<file path="src/rtl/bpcc_pkg.sv">
`default_nettype none
package bpcc_pkg;

    localparam int unsigned CfgIdxW = 3;
    localparam int unsigned CfgDataW = 31;
    localparam int unsigned MatDepth = 12;

    localparam logic signed [31:0] NearDepth = 32'sd327680;
    localparam logic signed [31:0] Int32Max = 32'sh7fff_ffff;
    localparam logic signed [31:0] Int32Min = 32'sh8000_0000;

    typedef enum logic [CfgIdxW-1:0] {
        REG_FAR_DEPTH   = 3'd0,
        REG_FOCAL_SCALE = 3'd1,
        REG_VIEW_WIDTH  = 3'd2,
        REG_VIEW_HEIGHT = 3'd3,
        REG_CLIP_LEFT   = 3'd4,
        REG_CLIP_TOP    = 3'd5,
        REG_CLIP_RIGHT  = 3'd6,
        REG_CLIP_BOTTOM = 3'd7
    } t_cfg_idx;

    typedef enum logic [1:0] {
        VIS_NONE = 2'd0,
        VIS_PART = 2'd1,
        VIS_FULL = 2'd2
    } t_vis;

    localparam logic FUNC_LOAD  = 1'b0;
    localparam logic FUNC_CHECK = 1'b1;

    typedef struct packed {
        logic               en;
        logic               clr;
        logic signed [31:0] a;
        logic signed [15:0] b;
    } t_mac_req;

    typedef struct packed {
        logic               start;
        logic signed [31:0] num;
        logic [30:0]        den;
    } t_div_req;

endpackage
`default_nettype wire

</file>
<file path="src/rtl/bpcc_in_if.sv">
`default_nettype none
interface bpcc_in_if;
    logic               valid;
    logic               ready;
    logic               func;
    logic [3:0]         matrix_slot;
    logic signed [31:0] matrix_word;
    logic signed [15:0] min_x;
    logic signed [15:0] min_y;
    logic signed [15:0] min_z;
    logic signed [15:0] max_x;
    logic signed [15:0] max_y;
    logic signed [15:0] max_z;

    modport source (output valid, func, matrix_slot, matrix_word,
                    min_x, min_y, min_z, max_x, max_y, max_z, input ready);
    modport sink (input valid, func, matrix_slot, matrix_word,
                  min_x, min_y, min_z, max_x, max_y, max_z, output ready);
endinterface
`default_nettype wire

</file>
<file path="src/rtl/bpcc_out_if.sv">
`default_nettype none
interface bpcc_out_if;
    logic       valid;
    logic       ready;
    logic [1:0] visibility;

    modport source (output valid, visibility, input ready);
    modport sink (input valid, visibility, output ready);
endinterface
`default_nettype wire

</file>
<file path="src/rtl/bpcc_mac.sv">
`default_nettype none
module bpcc_mac
    import bpcc_pkg::*;
(
    input  wire logic        i_clk,
    input  wire logic        i_rst_n,
    input  wire t_mac_req    i_req,
    output logic signed [31:0] o_acc
);

    logic signed [31:0] r_prod;
    logic               r_pv;
    logic signed [31:0] r_acc;
    logic signed [47:0] n_prod;

    assign n_prod = i_req.a * i_req.b;

    always_ff @(posedge i_clk) begin
        if (!i_rst_n) begin
            r_pv <= 1'b0;
        end else begin
            r_pv <= i_req.en;
        end
        r_prod <= n_prod[31:0];
        // products wrap at 32 bits
        if (i_req.clr) begin
            r_acc <= '0;
        end else if (r_pv) begin
            r_acc <= r_acc + r_prod;
        end
    end

    assign o_acc = r_acc;

endmodule
`default_nettype wire

</file>
<file path="src/rtl/bpcc_div.sv">
`default_nettype none
module bpcc_div
    import bpcc_pkg::*;
(
    input  wire logic          i_clk,
    input  wire logic          i_rst_n,
    input  wire t_div_req      i_req,
    output logic               o_done,
    output logic signed [31:0] o_quo
);

    logic        r_busy;
    logic        r_done;
    logic        r_neg;
    logic [4:0]  r_cnt;
    logic [30:0] r_den;
    logic [31:0] r_q;
    logic [31:0] r_r;
    logic [31:0] n_shift;
    logic        n_ge;

    assign n_shift = {r_r[30:0], r_q[31]};
    assign n_ge    = n_shift >= {1'b0, r_den};

    always_ff @(posedge i_clk) begin
        if (!i_rst_n) begin
            r_busy <= 1'b0;
            r_done <= 1'b0;
        end else begin
            r_done <= 1'b0;
            if (i_req.start) begin
                r_busy <= 1'b1;
            end else if (r_busy && r_cnt == 5'd31) begin
                r_busy <= 1'b0;
                r_done <= 1'b1;
            end
        end
        if (i_req.start) begin
            r_neg <= i_req.num[31];
            r_den <= i_req.den;
            r_q   <= i_req.num[31] ? 32'(-i_req.num) : i_req.num;
            r_r   <= '0;
            r_cnt <= '0;
        end else if (r_busy) begin
            r_r   <= n_ge ? n_shift - {1'b0, r_den} : n_shift;
            r_q   <= {r_q[30:0], n_ge};
            r_cnt <= r_cnt + 5'd1;
        end
    end

    assign o_done = r_done;
    assign o_quo  = r_neg ? -$signed(r_q) : $signed(r_q);

endmodule
`default_nettype wire

</file>
<file path="src/rtl/box_projection_clip_classifier.sv">
// load request: writes one matrix slot while idle, no result
// check request: one result, from the depth rows alone when no corner is in depth range,
// from all rows when all eight are; each kept corner runs three divisions
// on the shared divider and three 4-term dot products on the shared multiplier
// one request at a time; input ready only while idle
// synchronous active-low reset clears matrix to zero and registers to their defaults
`default_nettype none
module box_projection_clip_classifier
    import bpcc_pkg::*;
(
    input  wire logic                i_clk,
    input  wire logic                i_rst_n,
    input  wire logic                i_cfg_we,
    input  wire logic [CfgIdxW-1:0]  i_cfg_idx,
    input  wire logic [CfgDataW-1:0] i_cfg_data,
    bpcc_in_if.sink                  in_if,
    bpcc_out_if.source               out_if
);

    typedef enum logic [3:0] {
        S_IDLE, S_CHK, S_ROW, S_EVAL, S_DIV, S_NEXT, S_FIN1, S_FIN2, S_OUT
    } t_state;

    t_state r_state;

    logic [30:0] r_far;
    logic [15:0] r_focal;
    logic [12:0] r_vw, r_vh;
    logic [11:0] r_cl, r_ct, r_cr, r_cb;

    logic signed [31:0] r_mat [MatDepth];

    logic signed [15:0] r_lo [3];
    logic signed [15:0] r_hi [3];
    logic [2:0]  r_corner;
    logic [1:0]  r_row;
    logic [2:0]  r_step;
    logic [3:0]  r_count;
    logic [30:0] r_zp;
    logic signed [31:0] r_xmin, r_xmax, r_ymin, r_ymax;
    logic signed [31:0] r_xl, r_xh, r_yl, r_yh;
    logic [1:0]  r_vis;

    t_mac_req mac_req;
    t_div_req div_req;
    logic signed [31:0] acc;
    logic               div_done;
    logic signed [31:0] quo;
    logic signed [15:0] coord;
    logic [15:0]        focal;
    logic               z_out;

    bpcc_mac u_mac (.i_clk, .i_rst_n, .i_req(mac_req), .o_acc(acc));
    bpcc_div u_div (.i_clk, .i_rst_n, .i_req(div_req), .o_done(div_done), .o_quo(quo));

    assign focal = (r_focal == '0) ? 16'd1 : r_focal;

    // corner coordinate for the current column; the bias column multiplies by one
    always_comb begin
        case (r_step[1:0])
            2'd0:    coord = ((r_corner + 3'd1) & 3'd2) != 3'd0 ? r_hi[0] : r_lo[0];
            2'd1:    coord = r_corner[1] ? r_hi[1] : r_lo[1];
            2'd2:    coord = r_corner[2] ? r_hi[2] : r_lo[2];
            default: coord = 16'sd1;
        endcase
    end

    assign mac_req.en  = (r_state == S_ROW) && (r_step != 3'd4);
    assign mac_req.clr = (r_state == S_ROW) && (r_step == 3'd0);
    assign mac_req.a   = r_mat[{r_row, r_step[1:0]}];
    assign mac_req.b   = coord;

    assign z_out = (acc <= NearDepth) || (acc >= $signed({1'b0, r_far}));

    assign div_req.start = (r_state == S_EVAL) && !((r_row == 2'd2) && z_out);
    assign div_req.num   = acc;
    assign div_req.den   = (r_row == 2'd2) ? {15'd0, focal} : r_zp;

    assign in_if.ready       = (r_state == S_IDLE);
    assign out_if.valid      = (r_state == S_OUT);
    assign out_if.visibility = r_vis;

    always_ff @(posedge i_clk) begin
        if (!i_rst_n) begin
            r_far   <= 31'd335544320;
            r_focal <= 16'd320;
            r_vw    <= 13'd640;
            r_vh    <= 13'd480;
            r_cl    <= 12'd0;
            r_ct    <= 12'd0;
            r_cr    <= 12'd639;
            r_cb    <= 12'd479;
        end else if (i_cfg_we) begin
            unique case (t_cfg_idx'(i_cfg_idx))
                REG_FAR_DEPTH:   r_far   <= i_cfg_data;
                REG_FOCAL_SCALE: r_focal <= i_cfg_data[15:0];
                REG_VIEW_WIDTH:  r_vw    <= i_cfg_data[12:0];
                REG_VIEW_HEIGHT: r_vh    <= i_cfg_data[12:0];
                REG_CLIP_LEFT:   r_cl    <= i_cfg_data[11:0];
                REG_CLIP_TOP:    r_ct    <= i_cfg_data[11:0];
                REG_CLIP_RIGHT:  r_cr    <= i_cfg_data[11:0];
                REG_CLIP_BOTTOM: r_cb    <= i_cfg_data[11:0];
                default: ;
            endcase
        end
    end

    always_ff @(posedge i_clk) begin
        if (!i_rst_n) begin
            r_state <= S_IDLE;
            for (int k = 0; k < MatDepth; k++) begin
                r_mat[k] <= '0;
            end
        end else begin
            unique case (r_state)
                S_IDLE: begin
                    if (in_if.valid) begin
                        if (in_if.func == FUNC_LOAD) begin
                            if (in_if.matrix_slot < 4'(MatDepth)) begin
                                r_mat[in_if.matrix_slot] <= in_if.matrix_word;
                            end
                        end else begin
                            r_lo[0] <= in_if.min_x;
                            r_lo[1] <= in_if.min_y;
                            r_lo[2] <= in_if.min_z;
                            r_hi[0] <= in_if.max_x;
                            r_hi[1] <= in_if.max_y;
                            r_hi[2] <= in_if.max_z;
                            r_state <= S_CHK;
                        end
                    end
                end
                S_CHK: begin
                    r_xmin   <= Int32Max;
                    r_ymin   <= Int32Max;
                    r_xmax   <= Int32Min;
                    r_ymax   <= Int32Min;
                    r_count  <= '0;
                    r_corner <= '0;
                    r_row    <= 2'd2;
                    r_step   <= '0;
                    // translation depth already at or beyond far plane
                    if (r_mat[MatDepth-1] >= $signed({1'b0, r_far})) begin
                        r_vis   <= VIS_NONE;
                        r_state <= S_OUT;
                    end else begin
                        r_state <= S_ROW;
                    end
                end
                S_ROW: begin
                    if (r_step == 3'd4) begin
                        r_step  <= '0;
                        r_state <= S_EVAL;
                    end else begin
                        r_step <= r_step + 3'd1;
                    end
                end
                S_EVAL: begin
                    r_state <= div_req.start ? S_DIV : S_NEXT;
                end
                S_DIV: begin
                    if (div_done) begin
                        unique case (r_row)
                            2'd2: begin
                                r_zp    <= (quo == '0) ? 31'd1 : quo[30:0];
                                r_count <= r_count + 4'd1;
                                r_row   <= 2'd0;
                                r_state <= S_ROW;
                            end
                            2'd0: begin
                                if (quo < r_xmin) r_xmin <= quo;
                                if (quo > r_xmax) r_xmax <= quo;
                                r_row   <= 2'd1;
                                r_state <= S_ROW;
                            end
                            default: begin
                                if (quo < r_ymin) r_ymin <= quo;
                                if (quo > r_ymax) r_ymax <= quo;
                                r_state <= S_NEXT;
                            end
                        endcase
                    end
                end
                S_NEXT: begin
                    r_row <= 2'd2;
                    if (r_corner == 3'd7) begin
                        r_state <= S_FIN1;
                    end else begin
                        r_corner <= r_corner + 3'd1;
                        r_state  <= S_ROW;
                    end
                end
                S_FIN1: begin
                    r_xl <= r_xmin + $signed({20'd0, r_vw[12:1]});
                    r_xh <= r_xmax + $signed({20'd0, r_vw[12:1]});
                    r_yl <= r_ymin + $signed({20'd0, r_vh[12:1]});
                    r_yh <= r_ymax + $signed({20'd0, r_vh[12:1]});
                    if (r_count == '0) begin
                        r_vis   <= VIS_NONE;
                        r_state <= S_OUT;
                    end else begin
                        r_state <= S_FIN2;
                    end
                end
                S_FIN2: begin
                    if (r_xl > $signed({20'd0, r_cr}) || r_yl > $signed({20'd0, r_cb}) ||
                        r_xh < $signed({20'd0, r_cl}) || r_yh < $signed({20'd0, r_ct})) begin
                        r_vis <= VIS_NONE;
                    end else if (r_count != 4'd8 || r_xl[31] || r_yl[31] ||
                                 r_xh >= $signed({19'd0, r_vw}) ||
                                 r_yh >= $signed({19'd0, r_vh})) begin
                        r_vis <= VIS_PART;
                    end else begin
                        r_vis <= VIS_FULL;
                    end
                    r_state <= S_OUT;
                end
                S_OUT: begin
                    if (out_if.ready) begin
                        r_state <= S_IDLE;
                    end
                end
                default: r_state <= S_IDLE;
            endcase
        end
    end

endmodule
`default_nettype wire
</file>
<file path="src/flat_wrapper.sv">
// flat-port wrapper written by rule: the top's interface ports become plain ports
module box_projection_clip_classifier_flat import bpcc_pkg::*;
  (i_clk, i_rst_n, i_cfg_we, i_cfg_idx, i_cfg_data, in_if_valid, in_if_func, in_if_matrix_slot, in_if_matrix_word, in_if_min_x, in_if_min_y, in_if_min_z, in_if_max_x, in_if_max_y, in_if_max_z, in_if_ready, out_if_valid, out_if_visibility, out_if_ready);
  bpcc_in_if in_if_i ();
  bpcc_out_if out_if_i ();
  input  wire logic i_clk;
  input  wire logic i_rst_n;
  input  wire logic i_cfg_we;
  input  wire logic [CfgIdxW-1:0] i_cfg_idx;
  input  wire logic [CfgDataW-1:0] i_cfg_data;
  input wire logic [$bits(in_if_i.valid)-1:0] in_if_valid;
  input wire logic [$bits(in_if_i.func)-1:0] in_if_func;
  input wire logic [$bits(in_if_i.matrix_slot)-1:0] in_if_matrix_slot;
  input wire logic [$bits(in_if_i.matrix_word)-1:0] in_if_matrix_word;
  input wire logic [$bits(in_if_i.min_x)-1:0] in_if_min_x;
  input wire logic [$bits(in_if_i.min_y)-1:0] in_if_min_y;
  input wire logic [$bits(in_if_i.min_z)-1:0] in_if_min_z;
  input wire logic [$bits(in_if_i.max_x)-1:0] in_if_max_x;
  input wire logic [$bits(in_if_i.max_y)-1:0] in_if_max_y;
  input wire logic [$bits(in_if_i.max_z)-1:0] in_if_max_z;
  output wire logic [$bits(in_if_i.ready)-1:0] in_if_ready;
  output wire logic [$bits(out_if_i.valid)-1:0] out_if_valid;
  output wire logic [$bits(out_if_i.visibility)-1:0] out_if_visibility;
  input wire logic [$bits(out_if_i.ready)-1:0] out_if_ready;
  assign in_if_i.valid = in_if_valid;
  assign in_if_i.func = in_if_func;
  assign in_if_i.matrix_slot = in_if_matrix_slot;
  assign in_if_i.matrix_word = in_if_matrix_word;
  assign in_if_i.min_x = in_if_min_x;
  assign in_if_i.min_y = in_if_min_y;
  assign in_if_i.min_z = in_if_min_z;
  assign in_if_i.max_x = in_if_max_x;
  assign in_if_i.max_y = in_if_max_y;
  assign in_if_i.max_z = in_if_max_z;
  assign in_if_ready = in_if_i.ready;
  assign out_if_valid = out_if_i.valid;
  assign out_if_visibility = out_if_i.visibility;
  assign out_if_i.ready = out_if_ready;
  box_projection_clip_classifier u_core (.i_clk(i_clk), .i_rst_n(i_rst_n), .i_cfg_we(i_cfg_we), .i_cfg_idx(i_cfg_idx), .i_cfg_data(i_cfg_data), .in_if(in_if_i), .out_if(out_if_i));
endmodule
</file>
<file path="config.mk">
export PLATFORM = sky130hd
export DESIGN_NAME = box_projection_clip_classifier_flat
export DESIGN_NICKNAME = d
export VERILOG_FILES = /design/src/rtl/bpcc_pkg.sv /design/src/rtl/bpcc_in_if.sv /design/src/rtl/bpcc_out_if.sv /design/src/rtl/bpcc_mac.sv /design/src/rtl/bpcc_div.sv /design/src/rtl/box_projection_clip_classifier.sv /design/src/flat_wrapper.sv
export SDC_FILE = /design/constraint.sdc
export NUM_CORES = 2
export LEC_CHECK = 0
export BUFFER_PORTS_ARGS = -buffer_cell sky130_fd_sc_hd__buf_2
export CELL_PAD_IN_SITES_DETAIL_PLACEMENT = 0
export CELL_PAD_IN_SITES_GLOBAL_PLACEMENT = 1
export CORE_UTILIZATION = 47
export DETAILED_ROUTE_END_ITERATION = 10
export GPL_ROUTABILITY_DRIVEN = 0
export PLACE_DENSITY_LB_ADDON = 0.1
export SLEW_MARGIN = 20
export SYNTH_ARGS = -nofsm -noshare
export SYNTH_HDL_FRONTEND = slang
export SYNTH_SLANG_ARGS = --single-unit
</file>
<file path="constraint.sdc">
create_clock -name i_clk -period 14.41 [get_ports i_clk]
set_clock_uncertainty 0.2 [all_clocks]
set_input_delay 0.7205 -clock i_clk [delete_from_list [all_inputs] [get_ports i_clk]]
set_output_delay 0.7205 -clock i_clk [all_outputs]
set_load 0.02 [all_outputs]
</file>
==> impl_metrics.yaml <==
grt:
  use_met3_pct: 3.61
  grt.busiest_layer: "met2"
  grt_use_total_pct: 27.4
  grt_pass1_vias: 49762
  use_met2_pct: 46.3
  grt_max_degree: 126
  met1_usage_pct: 36.4
  grt_pass1_wl_um: 316000
  antenna_found_initial: 13
  grt_overflow: 0
synthesis:
  syn_inst: 6468
  avgSynthCellArea_um2: 11.2
  async_flop_share_pct: 0
  synth-seq-cells: 1201
  yosysWarnings: 0
  synth-seq-area-share_pct: 46.6
  ys.flop_type: "edfxtp_1"
  synth_area_um2: 72500
  synth.distinct_cells: 84
  synth-edff-count: 973
run_status:
  status: "finished, final reports clean"
power:
  power.leakage_nw: 33.7
  powerDensity_nw_per_um2: 154
  irDropWorstVdd_mv: 0.187
finish:
  reg_top3: "u_core.r_mat (512), u_core.r_hi (48), u_core.r_lo (48)"
  area_delta_synth_final_pct: 13.0
  largest_reg_flops: 512
  drive_gt1_share_pct: 11.2
  utilization_pct: 53.7
  nets: 7785
  regMostFlops: "u_core.r_mat"
hold_path:
  min-delay-start: "i_cfg_data[18]"
  hold_path_class: "input pin to flop"
clock_tree:
  ctsHtreeMaxLevel: 4
  clock_path_buffers: 3
  clkTransAtPathRegs_ns: 0.06
  cts_sinks: 1201
  clk_latency_ns: 0.79
  cts_inserted_buffers: 138
  cts_tree: "yes"
  clockRootBuffer: "clkbuf_16"
critical_path:
  slowest_stage: "buf_4"
  reg2reg_from: "u_core.r_step[0]$_SDFFCE_PN0P_"
  crit_arrival_ns: 10.04
  crit_required_ns: 14.86
  start_kind: "flop"
  ff2ff_path_depth: 27
  r2r_end: "u_core.u_mac.r_prod[30]$_DFF_P_"
  reg2reg_slack_ns: 4.82
  cp_max_fo: 40
  cp-startpoint: "u_core.r_step[0]$_SDFFCE_PN0P_"
  worstSetupPathType: "flop to flop"
  end_kind: "flop"
  cpPeakStageDelay_ns: 0.80
  crit_end: "u_core.u_mac.r_prod[30]$_DFF_P_"
timing:
  period_share_pct: 66.5
  setup_viol: 0
  tns_ns: 0
  rsz0062_at_grt: "no"
  relSlewSlack_pct: 24.0
  fin_ws_ns: 4.82
  slew_viol_final: 0
  fmax_mhz: 104
  hold_viol_final: 0
  worst_pin_slew_ns: 1.14
  period_minus_slack_ns: 9.59
floorplan:
  rows: 143
  die_y_um: 395
  ios: 176
  die_w_um: 395
  die_area_um2: 156000
  core-area_um2: 152000
  initial_utilization_pct: 47.5
routing:
  vias: 48959
  ant_nets: 0
  drt_iter0_markers: 3613
  drc_errors: 0
  wl_um: 211000
  detail_route.wl_per_cell_um: 23.5
  viasPerCell: 5.46
  firstDrtPassIters: 6
run:
  maxCapViolations: 0
placement:
  hpwl_um: 150000
  numPortBuffers: 175
  post-place-ws_ns: 4.80
timing repair:
action                                 in CTS  in global routing
gates resized for setup                     0                  0
hold buffers                              102                  0
setup endpoints to repair                   0                  0
buffers inserted                            0                  0
endpoints found under the hold margin     102                  0
synth_stat cells (10+ instances only):
cell,count,area [um2]
nor2_1,333,1250
inv_1,786,2950
o211ai_1,30,225
buf_2,19,95.1
a211oi_2,21,263
o21ai_0,134,671
nor3_1,62,310
fa_1,310,6210
o21bai_1,20,150
buf_1,10,37.5
xor2_1,90,788
clkbuf_2,13,65.1
and3_1,27,169
a22oi_1,13,97.6
nand2_1,683,2560
nand2b_1,66,413
nand4_1,67,419
or3_1,19,119
a21o_1,129,968
nor2b_1,88,551
ha_1,475,5940
a31oi_1,29,181
o31ai_1,24,180
mux4_2,149,3360
o21a_1,52,390
a21boi_0,14,105
nand3_1,83,415
dfxtp_1,228,4560
edfxtp_1,973,29200
mux2i_1,45,450
mux2_2,49,552
nor4_1,52,325
and2_1,478,2990
nor3b_1,12,90.1
clkbuf_1,235,882
xnor2_1,185,1620
a211oi_1,12,90.1
a21oi_1,302,1510
logic make-up after synthesis:
| family | share of synthesized area (%) |
|---|---|
| simple gates | 13.8 |
| flops | 46.6 |
| buf+inv | 5.69 |
| compound gates | 7.73 |
| fa+ha+maj | 16.8 |
| xor+xnor | 3.39 |
| mux | 6.03 |
| other cells | 0.00518 |
routing by layer:
| layer | routed length [um] | up-vias |
|---|---|---|
| met5 | 77 | - |
| met4 | 6740 | 12 |
| met3 | 10700 | 298 |
| met2 | 104000 | 1254 |
| met1 | 90000 | 24572 |
| li1 | - | 22823 |
report_power, final:
group / leakage [nW] / internal (mW) / total (mW) / switching, mW
Combinational: 20.4 / 2.04 / 4.87 / 2.83
Sequential: 11.1 / 4.04 / 4.29 / 0.249
Clock: 2.15 / 1.93 / 3.44 / 1.51
worst min-delay path by stage:
stage,cells after the start,endpoint,slack (ns)
final,3,u_core.r_far[18]$_SDFFE_PN0P_,0.06
after global routing,3,u_core.r_far[18]$_SDFFE_PN0P_,0.02
after CTS,3,u_core.r_far[23]$_SDFFE_PN0P_,0.006
after detailed placement,2,u_core.r_ct[11]$_SDFFE_PN0P_,0.25
after global placement,2,u_core.r_cr[7]$_SDFFE_PN0P_,0.24
after floorplan,0,u_core.u_div.r_neg$_DFFE_PP_,0.21
critical path: cells and delay by family (launching register included):
kind / cells / cell delay, ns
flip-flops: 1 / 0.32
AO/OA/AOI/OAI: 9 / 2.33
buffers and inverters: 7 / 1.89
adder cells (fa/ha/maj): 7 / 3.11
AND/OR/NAND/NOR: 1 / 0.12
XOR/XNOR: 1 / 0.13
multiplexers: 2 / 1.23
placed cells by master (no fill, tap or decap), types with 14 or more instances in the layout:
cell           netlist  final
o31ai_1             24     23
mux2_2              49     49
o21bai_1            20     20
mux4_2             149    149
xnor2_1            185    185
mux2i_1             45     45
xor2_1              90     90
inv_1              786    785
dfxtp_1            228    226
nor2b_1             88     87
a211oi_2            21     22
a31oi_1             29     23
nor2_1             333    320
a21boi_0            14     14
buf_2               19    174
clkbuf_16            0    138
o21a_1              52     52
or3_1               19     19
clkinv_2             0     19
clkinv_1             1     18
ha_1               475    474
clkbuf_1           235     37
edfxtp_1           973    973
and3_1              27     27
buf_4                8     99
conb_1               1    128
o21ai_0            134    125
nor4_1              52     51
a21oi_1            302    302
nand2b_1            66     63
a21o_1             129    129
nand2_1            683    683
o211ai_1            30     30
and2_1             478    478
nor3_1              62     56
dlygate4sd3_1        0    102
nand4_1             67     67
fa_1               310    310
nand3_1             83     83
area by class of cell:
cell class                      instances  area, um2
Sequential cell                      1201      33800
Antenna cell                            5       12.5
Clock buffer                          186       3740
Multi-Input combinational cell       4317      35400
Fill cell                           13463      70500
Clock inverter                         62        716
Inverter                              791       2970
Tap cell                             2030       2540
Timing Repair Buffer                  379       2710
metrics by stage:
stage	power (mW)	hold WS (ns)	area [um2]	std cells
2_1_floorplan	7.91	0.206	72900	6595
3_3_place_gp	9.16	0.242	76400	8614
5_1_grt	13.5	0.0190	81900	8968
3_5_place_dp	9.22	0.248	76400	8614
6_report	12.6	0.0602	81900	8971
4_1_cts	12.7	0.00625	81800	8964
No activity file was read; power rests on OpenSTA's default activity.
